## src/rtl/ntc_pkg.sv

```systemverilog
// ----------------------------------------------------------------------------
// ntc_pkg: shared types and constants for the NTC ADC-to-temperature unit
// Widths, register map, resistance table and the divider request word.
// ----------------------------------------------------------------------------
package ntc_pkg;

  localparam int ADC_FULL_SCALE = 4095;
  localparam int TABLE_ENTRIES  = 34;
  localparam int ROM_WORDS      = 34;
  localparam int N_USED = (TABLE_ENTRIES > ROM_WORDS) ? ROM_WORDS :
                          ((TABLE_ENTRIES < 2) ? 2 : TABLE_ENTRIES);

  localparam int CODE_W  = 12;
  localparam int START_W = 12;
  localparam int STEP_W  = 9;
  localparam int SRES_W  = 17;
  localparam int TEMP_W  = 15;
  localparam int R_W     = SRES_W + CODE_W;
  localparam int ROM_W   = 18;
  localparam int DIV_W   = 16;
  localparam int CNT_W   = $clog2(R_W + 1);
  localparam int IDX_W   = $clog2(ROM_WORDS);
  localparam int MA_W    = 18;
  localparam int MB_W    = 13;
  localparam int MP_W    = MA_W + MB_W;
  localparam int ALPHA_W = 10;

  localparam int FRAC_SCALE  = 1000;
  // quotient bounds: alpha <= 1000, |alpha*step|/1000 <= 256
  localparam int ALPHA_STEPS = 10;
  localparam int SCALE_STEPS = 9;

  localparam int APB_AW = 4;
  localparam int APB_DW = 32;

  localparam logic signed [START_W-1:0] TEMP_START_RST = START_W'(1250);
  localparam logic signed [STEP_W-1:0]  TEMP_STEP_RST  = STEP_W'(-50);
  localparam logic [SRES_W-1:0]         SERIES_RES_RST = SRES_W'(10000);

  typedef enum logic [1:0] {
    REG_TEMP_START = 2'd0,
    REG_TEMP_STEP  = 2'd1,
    REG_SERIES_RES = 2'd2
  } reg_idx_e;

  typedef struct packed {
    logic signed [START_W-1:0] temp_start;
    logic signed [STEP_W-1:0]  temp_step;
    logic [SRES_W-1:0]         series_res;
  } cfg_t;

  typedef struct packed {
    logic             go;
    logic [CNT_W-1:0] steps;
  } div_req_t;

  // ascending thermistor resistance in ohms, one entry per temp_step
  function automatic logic [ROM_W-1:0] rom_word(input logic [IDX_W-1:0] idx);
    logic [ROM_W-1:0] w;
    case (idx)
      6'd0:  w = 18'd531;
      6'd1:  w = 18'd596;
      6'd2:  w = 18'd672;
      6'd3:  w = 18'd758;
      6'd4:  w = 18'd858;
      6'd5:  w = 18'd974;
      6'd6:  w = 18'd1110;
      6'd7:  w = 18'd1268;
      6'd8:  w = 18'd1452;
      6'd9:  w = 18'd1669;
      6'd10: w = 18'd1925;
      6'd11: w = 18'd2228;
      6'd12: w = 18'd2586;
      6'd13: w = 18'd3014;
      6'd14: w = 18'd3535;
      6'd15: w = 18'd4161;
      6'd16: w = 18'd4917;
      6'd17: w = 18'd5834;
      6'd18: w = 18'd6948;
      6'd19: w = 18'd8315;
      6'd20: w = 18'd10000;
      6'd21: w = 18'd12081;
      6'd22: w = 18'd14674;
      6'd23: w = 18'd17926;
      6'd24: w = 18'd22021;
      6'd25: w = 18'd27219;
      6'd26: w = 18'd33892;
      6'd27: w = 18'd42506;
      6'd28: w = 18'd53650;
      6'd29: w = 18'd68237;
      6'd30: w = 18'd87559;
      6'd31: w = 18'd113347;
      6'd32: w = 18'd148171;
      6'd33: w = 18'd195652;
      default: w = '0;
    endcase
    return w;
  endfunction

endpackage

```

## src/rtl/ntc_adc_to_temperature_unit.sv

```systemverilog
// ----------------------------------------------------------------------------
// ntc_adc_to_temperature_unit: NTC thermistor ADC code to temperature
// Resistance from the divider equation, table walk and linear interpolation.
// ----------------------------------------------------------------------------
// Usage:
//   Input: drive adc_code_i and pulse start while busy is low; the word is
//   taken at that edge and busy rises on the next cycle.
//   Output: one result word per input, shown for exactly one cycle with
//   result_valid_o high (temperature_tenths_o, clamped_o). busy drops in the
//   same cycle, so the next start may be given while the result is shown.
//   The receiver cannot stall; it must take the word in that cycle.
//   Flow: a code below full scale divides for the resistance; a code at full
//   scale skips the division and takes series_res times the code. A resistance
//   off the table clamps low or high; else the table walk and interpolation
//   follow, and the unit takes no new word until the result is shown. The work
//   rests on the one shared restoring divider (29 bits for the resistance, 10
//   for the fraction, 9 for the scaling by 1/1000) and on the table walk of one
//   entry per cycle; a single registered multiplier serves all products.
//   Configuration: APB writes must be made only while the unit is idle; the
//   unit does not enforce it, and pready is always high.
//   Reset: registers return to their defaults (1250, -50, 10000) and the
//   unit comes up idle; no clearing pass is needed.
// ----------------------------------------------------------------------------
module ntc_adc_to_temperature_unit (
  input  logic                               clk_i,
  input  logic                               rst_ni,
  input  logic                               start,
  output logic                               busy,
  input  logic [ntc_pkg::CODE_W-1:0]         adc_code_i,
  output logic                               result_valid_o,
  output logic signed [ntc_pkg::TEMP_W-1:0]  temperature_tenths_o,
  output logic                               clamped_o,
  input  logic                               psel,
  input  logic                               penable,
  input  logic                               pwrite,
  input  logic [ntc_pkg::APB_AW-1:0]         paddr,
  input  logic [ntc_pkg::APB_DW-1:0]         pwdata,
  output logic [ntc_pkg::APB_DW-1:0]         prdata,
  output logic                               pready
);
  import ntc_pkg::*;

  typedef enum logic [3:0] {
    S_IDLE,
    S_MUL_R,
    S_SEL_R,
    S_DIV_R,
    S_CMP,
    S_MUL_HI,
    S_HI_ADD,
    S_WALK,
    S_MUL_F,
    S_GO_A,
    S_DIV_A,
    S_MUL_S,
    S_GO_S,
    S_DIV_S
  } state_e;

  cfg_t cfg;

  state_e state_q, state_d;
  logic                      valid_q, valid_d;
  logic signed [TEMP_W-1:0]  temp_q, temp_d;
  logic                      clamp_q, clamp_d;

  logic [CODE_W-1:0]         code_q;
  logic [R_W-1:0]            r_q, r_d;
  logic [IDX_W-1:0]          idx_q, idx_d;
  logic signed [TEMP_W-1:0]  base_q, base_d;
  logic [ALPHA_W-1:0]        alpha_q, alpha_d;
  logic                      neg_q, neg_d;
  logic signed [MP_W-1:0]    prod_q, prod_d;

  logic signed [MA_W-1:0]    mul_a;
  logic signed [MB_W-1:0]    mul_b;
  logic signed [MP_W-1:0]    mul_ax, mul_bx;

  div_req_t                  div_req;
  logic [R_W-1:0]            div_dividend;
  logic [DIV_W-1:0]          div_divisor;
  logic                      div_done;
  logic [R_W-1:0]            div_quo;

  logic [ROM_W-1:0]          rom_hi, rom_lo;
  logic [IDX_W-1:0]          idx_prev;
  logic signed [TEMP_W-1:0]  start_x, step_x, frac_x;
  logic [MP_W-1:0]           prod_mag;
  logic                      code_in_range;

  ntc_regs u_regs (
    .clk_i   (clk_i),
    .rst_ni  (rst_ni),
    .psel    (psel),
    .penable (penable),
    .pwrite  (pwrite),
    .paddr   (paddr),
    .pwdata  (pwdata),
    .prdata  (prdata),
    .pready  (pready),
    .cfg_o   (cfg)
  );

  ntc_div u_div (
    .clk_i      (clk_i),
    .rst_ni     (rst_ni),
    .req_i      (div_req),
    .dividend_i (div_dividend),
    .divisor_i  (div_divisor),
    .done_o     (div_done),
    .quotient_o (div_quo)
  );

  assign idx_prev      = idx_q - IDX_W'(1);
  assign rom_hi        = rom_word(idx_q);
  assign rom_lo        = rom_word(idx_prev);
  assign start_x       = TEMP_W'(cfg.temp_start);
  assign step_x        = TEMP_W'(cfg.temp_step);
  assign frac_x        = TEMP_W'(div_quo[SCALE_STEPS-1:0]);
  assign prod_mag      = prod_q[MP_W-1] ? MP_W'(-prod_q) : MP_W'(prod_q);
  assign code_in_range = (DIV_W'(code_q) < DIV_W'(ADC_FULL_SCALE));

  // shared multiplier operand select
  always_comb begin
    mul_a = '0;
    mul_b = '0;
    case (state_q)
      S_MUL_R: begin
        mul_a = MA_W'(cfg.series_res);
        mul_b = MB_W'(code_q);
      end
      S_MUL_HI: begin
        mul_a = MA_W'(N_USED - 1);
        mul_b = MB_W'(cfg.temp_step);
      end
      S_MUL_F: begin
        mul_a = MA_W'(r_q[ROM_W-1:0] - rom_lo);
        mul_b = MB_W'(FRAC_SCALE);
      end
      S_MUL_S: begin
        mul_a = MA_W'(alpha_q);
        mul_b = MB_W'(cfg.temp_step);
      end
      default: ;
    endcase
  end

  assign mul_ax = MP_W'(mul_a);
  assign mul_bx = MP_W'(mul_b);
  assign prod_d = mul_ax * mul_bx;

  // divider request select
  always_comb begin
    div_req.go    = 1'b0;
    div_req.steps = CNT_W'(R_W);
    div_dividend  = prod_q[R_W-1:0];
    div_divisor   = DIV_W'(ADC_FULL_SCALE) - DIV_W'(code_q);
    case (state_q)
      S_SEL_R: div_req.go = code_in_range;
      S_GO_A: begin
        div_req.go    = 1'b1;
        div_req.steps = CNT_W'(ALPHA_STEPS);
        div_divisor   = DIV_W'(rom_hi - rom_lo);
      end
      S_GO_S: begin
        div_req.go    = 1'b1;
        div_req.steps = CNT_W'(SCALE_STEPS);
        div_dividend  = prod_mag[R_W-1:0];
        div_divisor   = DIV_W'(FRAC_SCALE);
      end
      default: ;
    endcase
  end

  always_comb begin
    state_d = state_q;
    valid_d = 1'b0;
    temp_d  = temp_q;
    clamp_d = clamp_q;
    r_d     = r_q;
    idx_d   = idx_q;
    base_d  = base_q;
    alpha_d = alpha_q;
    neg_d   = neg_q;
    case (state_q)
      S_IDLE: begin
        if (start) begin
          state_d = S_MUL_R;
        end
      end
      S_MUL_R: state_d = S_SEL_R;
      S_SEL_R: begin
        if (code_in_range) begin
          state_d = S_DIV_R;
        end else begin
          r_d     = prod_q[R_W-1:0];
          state_d = S_CMP;
        end
      end
      S_DIV_R: begin
        if (div_done) begin
          r_d     = div_quo;
          state_d = S_CMP;
        end
      end
      S_CMP: begin
        if (r_q < R_W'(rom_word(IDX_W'(0)))) begin
          valid_d = 1'b1;
          temp_d  = start_x;
          clamp_d = 1'b1;
          state_d = S_IDLE;
        end else if (r_q > R_W'(rom_word(IDX_W'(N_USED - 1)))) begin
          state_d = S_MUL_HI;
        end else begin
          idx_d   = IDX_W'(1);
          base_d  = start_x;
          state_d = S_WALK;
        end
      end
      S_MUL_HI: state_d = S_HI_ADD;
      S_HI_ADD: begin
        valid_d = 1'b1;
        temp_d  = start_x + prod_q[TEMP_W-1:0];
        clamp_d = 1'b1;
        state_d = S_IDLE;
      end
      S_WALK: begin
        // base tracks start + (idx-1)*step
        if ((idx_q < IDX_W'(N_USED - 1)) && (r_q > R_W'(rom_hi))) begin
          idx_d  = idx_q + IDX_W'(1);
          base_d = base_q + step_x;
        end else begin
          state_d = S_MUL_F;
        end
      end
      S_MUL_F: state_d = S_GO_A;
      S_GO_A:  state_d = S_DIV_A;
      S_DIV_A: begin
        if (div_done) begin
          alpha_d = div_quo[ALPHA_W-1:0];
          state_d = S_MUL_S;
        end
      end
      S_MUL_S: state_d = S_GO_S;
      S_GO_S: begin
        neg_d   = prod_q[MP_W-1];
        state_d = S_DIV_S;
      end
      S_DIV_S: begin
        if (div_done) begin
          valid_d = 1'b1;
          temp_d  = neg_q ? (base_q - frac_x) : (base_q + frac_x);
          clamp_d = 1'b0;
          state_d = S_IDLE;
        end
      end
      default: state_d = S_IDLE;
    endcase
  end

  always_ff @(posedge clk_i or negedge rst_ni) begin
    if (!rst_ni) begin
      state_q <= S_IDLE;
      valid_q <= 1'b0;
      temp_q  <= '0;
      clamp_q <= 1'b0;
    end else begin
      state_q <= state_d;
      valid_q <= valid_d;
      temp_q  <= temp_d;
      clamp_q <= clamp_d;
    end
  end

  always_ff @(posedge clk_i) begin
    if (state_q == S_IDLE && start) begin
      code_q <= adc_code_i;
    end
    r_q     <= r_d;
    idx_q   <= idx_d;
    base_q  <= base_d;
    alpha_q <= alpha_d;
    neg_q   <= neg_d;
    prod_q  <= prod_d;
  end

  assign busy                 = (state_q != S_IDLE);
  assign result_valid_o       = valid_q;
  assign temperature_tenths_o = temp_q;
  assign clamped_o            = clamp_q;

endmodule

```

## src/rtl/ntc_div.sv

```systemverilog
// ----------------------------------------------------------------------------
// ntc_div: shared restoring divider
// One quotient bit per cycle; the caller gives the number of quotient bits.
// ----------------------------------------------------------------------------
module ntc_div (
  input  logic                       clk_i,
  input  logic                       rst_ni,
  input  ntc_pkg::div_req_t          req_i,
  input  logic [ntc_pkg::R_W-1:0]    dividend_i,
  input  logic [ntc_pkg::DIV_W-1:0]  divisor_i,
  output logic                       done_o,
  output logic [ntc_pkg::R_W-1:0]    quotient_o
);
  import ntc_pkg::*;

  logic             run_q;
  logic [CNT_W-1:0] cnt_q;
  logic             done_q;
  logic [DIV_W-1:0] rem_q, rem_d;
  logic [R_W-1:0]   quo_q, quo_d;
  logic [DIV_W-1:0] dsr_q;
  logic [DIV_W:0]   trial;
  logic [DIV_W:0]   diff;
  logic             ge;
  logic             load;

  assign load  = req_i.go && !run_q;
  assign trial = {rem_q, quo_q[R_W-1]};
  assign diff  = trial - {1'b0, dsr_q};
  assign ge    = (trial >= {1'b0, dsr_q});

  always_comb begin
    if (load) begin
      // preload the partial remainder with the bits above the quotient
      rem_d = DIV_W'(dividend_i >> req_i.steps);
      quo_d = dividend_i << (CNT_W'(R_W) - req_i.steps);
    end else if (run_q) begin
      rem_d = ge ? diff[DIV_W-1:0] : trial[DIV_W-1:0];
      quo_d = {quo_q[R_W-2:0], ge};
    end else begin
      rem_d = rem_q;
      quo_d = quo_q;
    end
  end

  always_ff @(posedge clk_i or negedge rst_ni) begin
    if (!rst_ni) begin
      run_q  <= 1'b0;
      cnt_q  <= '0;
      done_q <= 1'b0;
    end else begin
      done_q <= 1'b0;
      if (load) begin
        run_q <= 1'b1;
        cnt_q <= req_i.steps;
      end else if (run_q) begin
        cnt_q <= cnt_q - CNT_W'(1);
        if (cnt_q == CNT_W'(1)) begin
          run_q  <= 1'b0;
          done_q <= 1'b1;
        end
      end
    end
  end

  always_ff @(posedge clk_i) begin
    rem_q <= rem_d;
    quo_q <= quo_d;
    if (load) begin
      dsr_q <= divisor_i;
    end
  end

  assign done_o     = done_q;
  assign quotient_o = quo_q;

endmodule

```

## src/rtl/ntc_regs.sv

```systemverilog
// ----------------------------------------------------------------------------
// ntc_regs: APB configuration registers
// temp_start, temp_step and series_resistance, word addressed.
// ----------------------------------------------------------------------------
module ntc_regs (
  input  logic                        clk_i,
  input  logic                        rst_ni,
  input  logic                        psel,
  input  logic                        penable,
  input  logic                        pwrite,
  input  logic [ntc_pkg::APB_AW-1:0]  paddr,
  input  logic [ntc_pkg::APB_DW-1:0]  pwdata,
  output logic [ntc_pkg::APB_DW-1:0]  prdata,
  output logic                        pready,
  output ntc_pkg::cfg_t               cfg_o
);
  import ntc_pkg::*;

  cfg_t     cfg_q;
  reg_idx_e idx;
  logic     wr;

  assign idx    = reg_idx_e'(paddr[APB_AW-1:2]);
  assign wr     = psel && penable && pwrite;
  assign pready = 1'b1;

  always_ff @(posedge clk_i or negedge rst_ni) begin
    if (!rst_ni) begin
      cfg_q.temp_start <= TEMP_START_RST;
      cfg_q.temp_step  <= TEMP_STEP_RST;
      cfg_q.series_res <= SERIES_RES_RST;
    end else if (wr) begin
      case (idx)
        REG_TEMP_START: cfg_q.temp_start <= pwdata[START_W-1:0];
        REG_TEMP_STEP:  cfg_q.temp_step  <= pwdata[STEP_W-1:0];
        REG_SERIES_RES: cfg_q.series_res <= pwdata[SRES_W-1:0];
        default: ;
      endcase
    end
  end

  always_comb begin
    case (idx)
      REG_TEMP_START: prdata = {{(APB_DW-START_W){1'b0}}, cfg_q.temp_start};
      REG_TEMP_STEP:  prdata = {{(APB_DW-STEP_W){1'b0}}, cfg_q.temp_step};
      REG_SERIES_RES: prdata = {{(APB_DW-SRES_W){1'b0}}, cfg_q.series_res};
      default:        prdata = '0;
    endcase
  end

  assign cfg_o = cfg_q;

endmodule

```

## config.mk

```make
export PLATFORM = sky130hd
export DESIGN_NAME = ntc_adc_to_temperature_unit
export DESIGN_NICKNAME = d
export VERILOG_FILES = /design/src/rtl/ntc_pkg.sv /design/src/rtl/ntc_adc_to_temperature_unit.sv /design/src/rtl/ntc_div.sv /design/src/rtl/ntc_regs.sv
export SDC_FILE = /design/constraint.sdc
export NUM_CORES = 1
export LEC_CHECK = 0
export ABC_CLOCK_PERIOD_IN_PS = 10600
export BUFFER_PORTS_ARGS = -buffer_cell sky130_fd_sc_hd__buf_2
export CORE_ASPECT_RATIO = 1.1
export CORE_MARGIN = 4
export CORE_UTILIZATION = 45
export DETAILED_ROUTE_END_ITERATION = 6
export GPL_TIMING_DRIVEN = 0
export SETUP_SLACK_MARGIN = 0.1
export SLEW_MARGIN = 15
export SYNTH_ARGS = -nofsm -noshare
export SYNTH_HDL_FRONTEND = slang
export SYNTH_SLANG_ARGS = --single-unit
```

## constraint.sdc

```tcl
create_clock -name clk_i -period 10.6 [get_ports clk_i]
set_clock_uncertainty 0.1 [all_clocks]
set_input_delay 0.53 -clock clk_i [delete_from_list [all_inputs] [get_ports clk_i]]
set_output_delay 0.53 -clock clk_i [all_outputs]
set_load 0.05 [all_outputs]
```

**Yosys cells after proc, flatten, opt, wreduce, memory -nomap -nowiden**

Memory sizes are Yosys's and may differ from the RTL's. A register that Yosys moved wholly into a read port is not among the register bits.
Index checks and enable logic that the tools add are counted.

- $add $sub $neg: 13
- Multipliers: 1
- Divide/modulo/power cells: 0
- Order comparisons: 6
- Eq/ne operators: 26
- Shift-type cells: 2
- Muxes and demuxes: 52
- Bitwise operators: 0
- Reductions and logical operators: 23

Operator list:

| kind | number |
|---|---|
| $mux W29 | 6 |
| $mux W15 | 6 |
| $pmux W18 S4 | 1 |
| $pmux W29 S2 | 1 |
| $pmux W4 S13 | 1 |
| $pmux W17 S3 | 1 |
| $mux W16 | 3 |
| $pmux W15 S3 | 1 |
| $pmux W13 S3 | 1 |
| $pmux W16 S2 | 1 |
| $sub A16 B16 Y16 | 2 |
| $mul A18 B13 Y31 | 1 |
| $pmux W15 S2 | 1 |
| $gt A29 B18 Y1 | 1 |
| $gt A29 B18 Y1 const B | 1 |
| $lt A29 B10 Y1 const B | 1 |
| $neg A29 Y29 | 1 |
| $shl A29 B5 Y29 | 1 |
| $shr A29 B5 Y16 | 1 |
| $eq A4 B4 Y1 const B | 6 |
| $mux W6 | 4 |
| $mux W4 | 5 |
| $sub A18 B18 Y18 | 1 |
| $ge A17 B16 Y1 | 1 |
| other kinds (39) | 74 |

- Bits in registers: 231
- Bits in latches: 0
- RAM bits: 0
- Memory bits (read-only): 2304
- Bits of input ports: 54
- Output and inout bits: 51
- Memories kept: 2

Memories:

| memory | depth | width | read ports | clocked after memory_dff | write ports | RTL line | RTL |
|---|---|---|---|---|---|---|---|
| (no name shown) | 64 | 18 | 1 | 0 | 0 | ntc_pkg.sv:60 | `case (idx)` |
| (no name shown) | 64 | 18 | 1 | 1 | 0 | ntc_pkg.sv:60 |  |

**Logic depth before layout (Yosys ltp)**

- Depth in word-level cells: 5
- Mapped depth: 44
- Mapped depth without buffers: 42

**Cells and area by module**

A second synthesis with hierarchy kept.

- Cell total of the unflattened synthesis: 3179
- Area total of the unflattened synthesis: 28611.2 um^2

Modules (own cells, without submodules):

| module | instances | cells an instance | area each (um^2) | seq. area each (um^2) |
|---|---|---|---|---|
| ntc_adc_to_temperature_unit | 1 | 2386 | 20400.8 | 3678.5 |
| ntc_div | 1 | 648 | 6309.8 | 2006.9 |
| ntc_regs | 1 | 145 | 1900.6 | 970.9 |

**Worst setup path after synthesis**

OpenSTA, ideal clock, no wires.

- Path kind: flip-flop to flip-flop
- From: reg idx_q[0]
- To: reg prod_q[30]
- Library setup time: 0.120 ns
- Data arrival time: 9.452 ns
- Data required time: 10.380 ns
- Slack: 0.928 ns
- Cell stages (with the launch flop): 44
- Cell sequence: edfxtp_1 clkbuf_1 inv_2 ha_1 inv_1 ha_1 clkbuf_1 clkbuf_1 o211ai_1 o311ai_0 o21ai_0 a21boi_0 ha_1 inv_1 fa_1 a21o_1 a21oi_1 o21a_1 [8 not listed] fa_1 inv_1 fa_1 fa_1 fa_1 inv_1 fa_1 inv_1 ha_1 o21ai_0 o21a_1 a211o_1 o31ai_1 or3_1 a21o_1 a41oi_1 a21oi_1 xnor2_1

- Cells in the longest elaborated chain, start to end: 5

Ends and longest elaborated chain:

| what | RTL line | RTL |
|---|---|---|
| start: declaration | ntc_adc_to_temperature_unit.sv:69 | `logic [IDX_W-1:0] idx_q, idx_d;` |
| start signal: assignment | ntc_adc_to_temperature_unit.sv:280 | `idx_q <= idx_d;` |
| $sub A6 B1 Y6 | ntc_adc_to_temperature_unit.sv:114 | `assign idx_prev = idx_q - IDX_W'(1);` |
| $mem_v2 Z64 W18 | n/a |  |
| $sub A18 B18 Y18 | ntc_adc_to_temperature_unit.sv:137 | `mul_a = MA_W'(r_q[ROM_W-1:0] - rom_lo);` |
| $pmux W18 S4 | ntc_adc_to_temperature_unit.sv:127 | `case (state_q)` |
| $mul A18 B13 Y31 | ntc_adc_to_temperature_unit.sv:150 | `assign prod_d = mul_ax * mul_bx;` |
| named net prod_d[30] | ntc_adc_to_temperature_unit.sv:73 | `logic signed [MP_W-1:0] prod_q, prod_d;` |
| end signal: assignment | ntc_adc_to_temperature_unit.sv:284 | `prod_q <= prod_d;` |
| end: declaration | ntc_adc_to_temperature_unit.sv:73 |  |

The timed path passes the listed nets, and every way through them passes these cells.
A chain may end at the register's enable or synchronous reset.

**Worst setup path in the final report**

- From: reg idx_q[0]
- To: reg prod_q[28]

Same word-level chain as after synthesis.

==> summary by stage <==
STA
The relative slew slack is between 20% and 30%. The period utilization is a little over nine tenths. Static timing analysis puts the maximum clock frequency at approximately 0.098 GHz. The final count of pins violating max slew came to 0. The clock period minus worst slack is 10180 ps.

The slew at the pin closest to its max-slew limit is 1162 ps. Setup repair after global routing left no endpoint under its margin. Setup violations remaining at the end of the flow were counted as 0. The final hold violation count is 0.

Min path
The startpoint identified for the worst hold timing path is adc_code_i[3]. The number of instances on the worst hold path is 1. The worst min-delay path endpoint is code_q[3]$_DFFE_PP_. The type of the worst min-delay path is input port to flop.

Setup path
For the worst setup path, the data arrival time is 10560 ps. The cell with the largest stage delay on the worst path is fa_1. The cell that appears most often on the critical path is fa_1. The register-to-register path setup slack is 420 ps. Data on the critical path is required at its endpoint by 10990 ps. The kind of end point of the critical path is a flop. The number of cells on the worst reg-to-reg path is 39. In this design, the stage delay of the slowest critical-path cell is about 570 ps.

The category of the most critical setup path is flop to flop. In this run the worst setup path begins at idx_q[0]$_DFFE_PP_. The launch instance of the worst register-to-register path is idx_q[0]$_DFFE_PP_. Along the worst path, the maximum fanout reaches 13. STA classifies the critical path startpoint as a flop.

The endpoint identified for the worst register-to-register timing path is prod_q[28]$_DFF_P_.

Floorplanning
The floorplan step defined a die boundary enclosing 62110 sq um. The starting density of the core is 45.58%. The vertical die dimension is 261.0 um. The row count is just over 90. The top-level I/O count is 105.

Measured along the x axis, the die boundary spans about 240 um. The total core area is between 50000 and 60000 sq um.

Routing
The post-route DRC violation count is 0. The number of vias per cell after detailed routing is 5.958. The first routing iteration left 2129 violations. The remaining antenna violation count after routing is 0. The first-pass iteration count of the detailed router is 5.

The final routed wire length divided by cell count is 23.75 um. The routed design has 91310 um of wire. The total number of vias is 22902.

Clock network
CTS built an H-tree with a depth of 1. The worst-skew pair later-pin latency is 590 ps. In this run the deepest clock path goes through 3 buffers.

The number of clock buffers added by TritonCTS is 30. The clock sink count is 248. Clock tree synthesis selected as its root buffer the cell clkbuf_16. The post-CTS clock slew at the launch and capture registers of the worst setup and hold paths is around 70 ps. TritonCTS built the clock tree.

Logic synthesis
The Yosys warning count is 0. The share of the synthesized area in the top cell type is 17.05%. The cell area after synthesis is 26180 sq um. The flop and latch count out of synthesis is ~250.

Synthesis produced a netlist whose cell count is between 2000 and 3000. The sequential fraction of the synthesis area is 25.42%. The number of flops mapped to enable cells by yosys is 134. The proportion of register bits with asynchronous set or reset after synthesis is 26.61%. Yosys attributes the largest share of cell area to fa_1 (17%), edfxtp_1 (15%), ha_1 (9.8%). For this run, the leading register cell type out of synthesis is edfxtp_1.

The number of distinct library cells after synthesis is 92. Each instance of the synthesized netlist takes up on average around 9 sq um. Summed over all instances, the cell type with the most area after synthesis is fa_1.

Layout
Cells fill 51.14% of the core in the end. Cells with a size suffix above 1 make up between 10% and 20% of the layout. The final layout net count is 3550. The finished layout holds 3844 standard cells, fillers aside. The area added between synthesis and finish is 12.19%.

Place
The placer congestion estimate is between 1 and 1.5. The number of cells in the design after placement is approximately 3800. The number of buffer cells added on primary ports is 69.

Once detailed placement completed, the half-perimeter wirelength came to ~74000 um.

Global route
The via count of the first global-routing pass was 22947. The first global-routing pass estimated 137300 um of wire. Global routing finished with a remaining overflow of 0. The pin count of the biggest net entering global routing is 39. The initial antenna violation count came to 2. The global-route usage over all layers is 28.66%.

Power
The total power density per cell area is 266.6 nW/um^2. The leakage dissipation is 12.93 nW. VDD sags by at most 0.4953 mV.

Status
The flow ran to the end, and the final reports show no timing, DRC or antenna violations.

Job
The max-cap check violation count is 0.
-- sequential cells by signal, summed over array words and instances (netlist names) --
register / count
u_regs.cfg_o: 38
prod_q: 30
r_q: 29
u_div.quotient_o: 29
rom_hi: 18
u_div.dsr_q: 16
u_div.rem_q: 16
base_q: 15
temperature_tenths_o: 15
code_q: 12
alpha_q: 10
idx_q: 6
u_div.cnt_q: 5
state_q: 4
clamped_o: 1
neg_q: 1
result_valid_o: 1
u_div.done_o: 1
u_div.run_q: 1
-- cell families after synthesis --
kind of cell,Yosys count,synth area share [%]
AND/OR/NAND/NOR,888,15.55
other,2,0.02868
AO/OA/AOI/OAI,652,15.85
XOR/XNOR,146,4.884
adder cells (fa/ha/maj),429,26.90
buffers and inverters,445,6.762
flip-flops,248,25.42
multiplexers,110,4.602
-- critical path: cells and delay by family (launching register included) --
family | cells | cell delay (ps)
adder cells (fa/ha/maj) | 10 | 4090
flip-flops | 1 | 410
buffers and inverters | 8 | 1180
AND/OR/NAND/NOR | 7 | 1220
XOR/XNOR | 2 | 490
AO/OA/AOI/OAI | 12 | 2560
-- Yosys cell counts, types with 8 or more instances --
cell	n
nand2_1	311
inv_1	305
nor2_1	252
fa_1	223
ha_1	206
a21oi_1	192
o21ai_0	154
edfxtp_1	134
clkbuf_1	102
xnor2_1	88
mux2_2	66
nor3_1	64
nand3_1	61
xor2_1	58
dfrtp_1	50
dfxtp_1	48
mux2i_1	41
a21o_1	33
and3_1	32
and2_1	31
o22ai_1	27
a211oi_1	25
o31ai_1	25
nand2b_1	24
a22oi_1	22
a31oi_1	20
or3_1	20
a221oi_1	18
buf_4	18
nor2b_1	18
o21a_1	17
dfstp_2	16
nand4_1	15
nor4_1	13
a22o_1	12
o311ai_0	10
or2_2	10
o211ai_1	9
a21boi_0	8
buf_2	8
o21ai_1	8
o41ai_1	8
-- cell usage in the layout, fill, tap and decap left out, types with 21 or more instances in the layout --
| cell | netlist | final |
|---|---|---|
| dfrtp_1 | 50 | 50 |
| mux2_2 | 66 | 66 |
| edfxtp_1 | 134 | 134 |
| fa_1 | 223 | 222 |
| ha_1 | 206 | 198 |
| nor2_1 | 252 | 251 |
| mux2i_1 | 41 | 41 |
| and3_1 | 32 | 31 |
| inv_1 | 305 | 303 |
| nand2_1 | 311 | 311 |
| nand2b_1 | 24 | 24 |
| a21oi_1 | 192 | 187 |
| nor3_1 | 64 | 60 |
| clkbuf_16 | 0 | 30 |
| a21o_1 | 33 | 33 |
| dfxtp_1 | 48 | 48 |
| nand3_1 | 61 | 60 |
| o31ai_1 | 25 | 21 |
| xor2_1 | 58 | 54 |
| buf_2 | 8 | 76 |
| a211oi_1 | 25 | 21 |
| o22ai_1 | 27 | 27 |
| buf_4 | 18 | 35 |
| o21ai_0 | 154 | 145 |
| conb_1 | 2 | 33 |
| clkbuf_1 | 102 | 83 |
| xnor2_1 | 88 | 83 |
| and2_1 | 31 | 31 |
-- timing repair --
item / in CTS / in global routing
endpoints found under the hold margin: 28 / 0
pin swaps: 5 / 20
hold buffers: 1 / 0
gates resized for setup: 67 / 58
endpoints found under the setup margin: 17 / 9
setup buffers: 9 / 5
-- metrics by stage --
step           setup WS, ps  total power, W  hold slack (ps)  setup TNS (ps)  cell area, sq um
2_1_floorplan         928.0        0.004992            134.4               0             26300
3_3_place_gp          -1732        0.006359            384.8          -14850             27580
3_5_place_dp          -1706        0.006434            388.5          -14730             27650
4_1_cts               155.0        0.007723            5.225               0             29090
5_1_grt               63.77        0.008416            15.65               0             29370
6_report              424.0        0.007831            26.53               0             29370
-- how the worst max path moves through the flow --
| stage | to | slack [ps] | depth (start not counted) |
|---|---|---|---|
| floorplan | prod_q[30]$_DFF_P_ | 930 | 43 |
| global placement | prod_q[28]$_DFF_P_ | -1730 | 38 |
| detailed placement | prod_q[28]$_DFF_P_ | -1710 | 42 |
| CTS | prod_q[28]$_DFF_P_ | 150 | 41 |
| global route | prod_q[28]$_DFF_P_ | 60 | 37 |
| finish | prod_q[28]$_DFF_P_ | 420 | 39 |
-- report_power, final --
group / switching (W) / internal (W) / leakage [nW]
logic: 0.00302 / 0.00185 / 9.94
clock network: 0.000458 / 0.000723 / 0.541
registers: 0.000361 / 0.00141 / 2.45
-- final cells by class --
class / count / area, sq um
fillers: 5392 / 28070
multi-input cells: 2258 / 18300
flip-flops and latches: 248 / 6656
inverters: 308 / 1165
well taps: 752 / 940.9
clock buffers: 31 / 764.5
plain buffers: 135 / 661.9
repair buffers: 86 / 523.0
clock inverters: 25 / 360.3
diodes: 1 / 2.502
-- metal layers --
| metal | up-vias | global-route usage (%) | part of all wire [%] |
|---|---|---|---|
| met5 | - | 0 | 0.020 |
| met1 | 11260 | 37.00 | 40 |
| met3 | 239 | 3.560 | 6.7 |
| li1 | 10374 | - | - |
| met2 | 1025 | 49.21 | 48 |
| met4 | 4 | 11.53 | 4.9 |
Power figures use the tool's default switching activity.
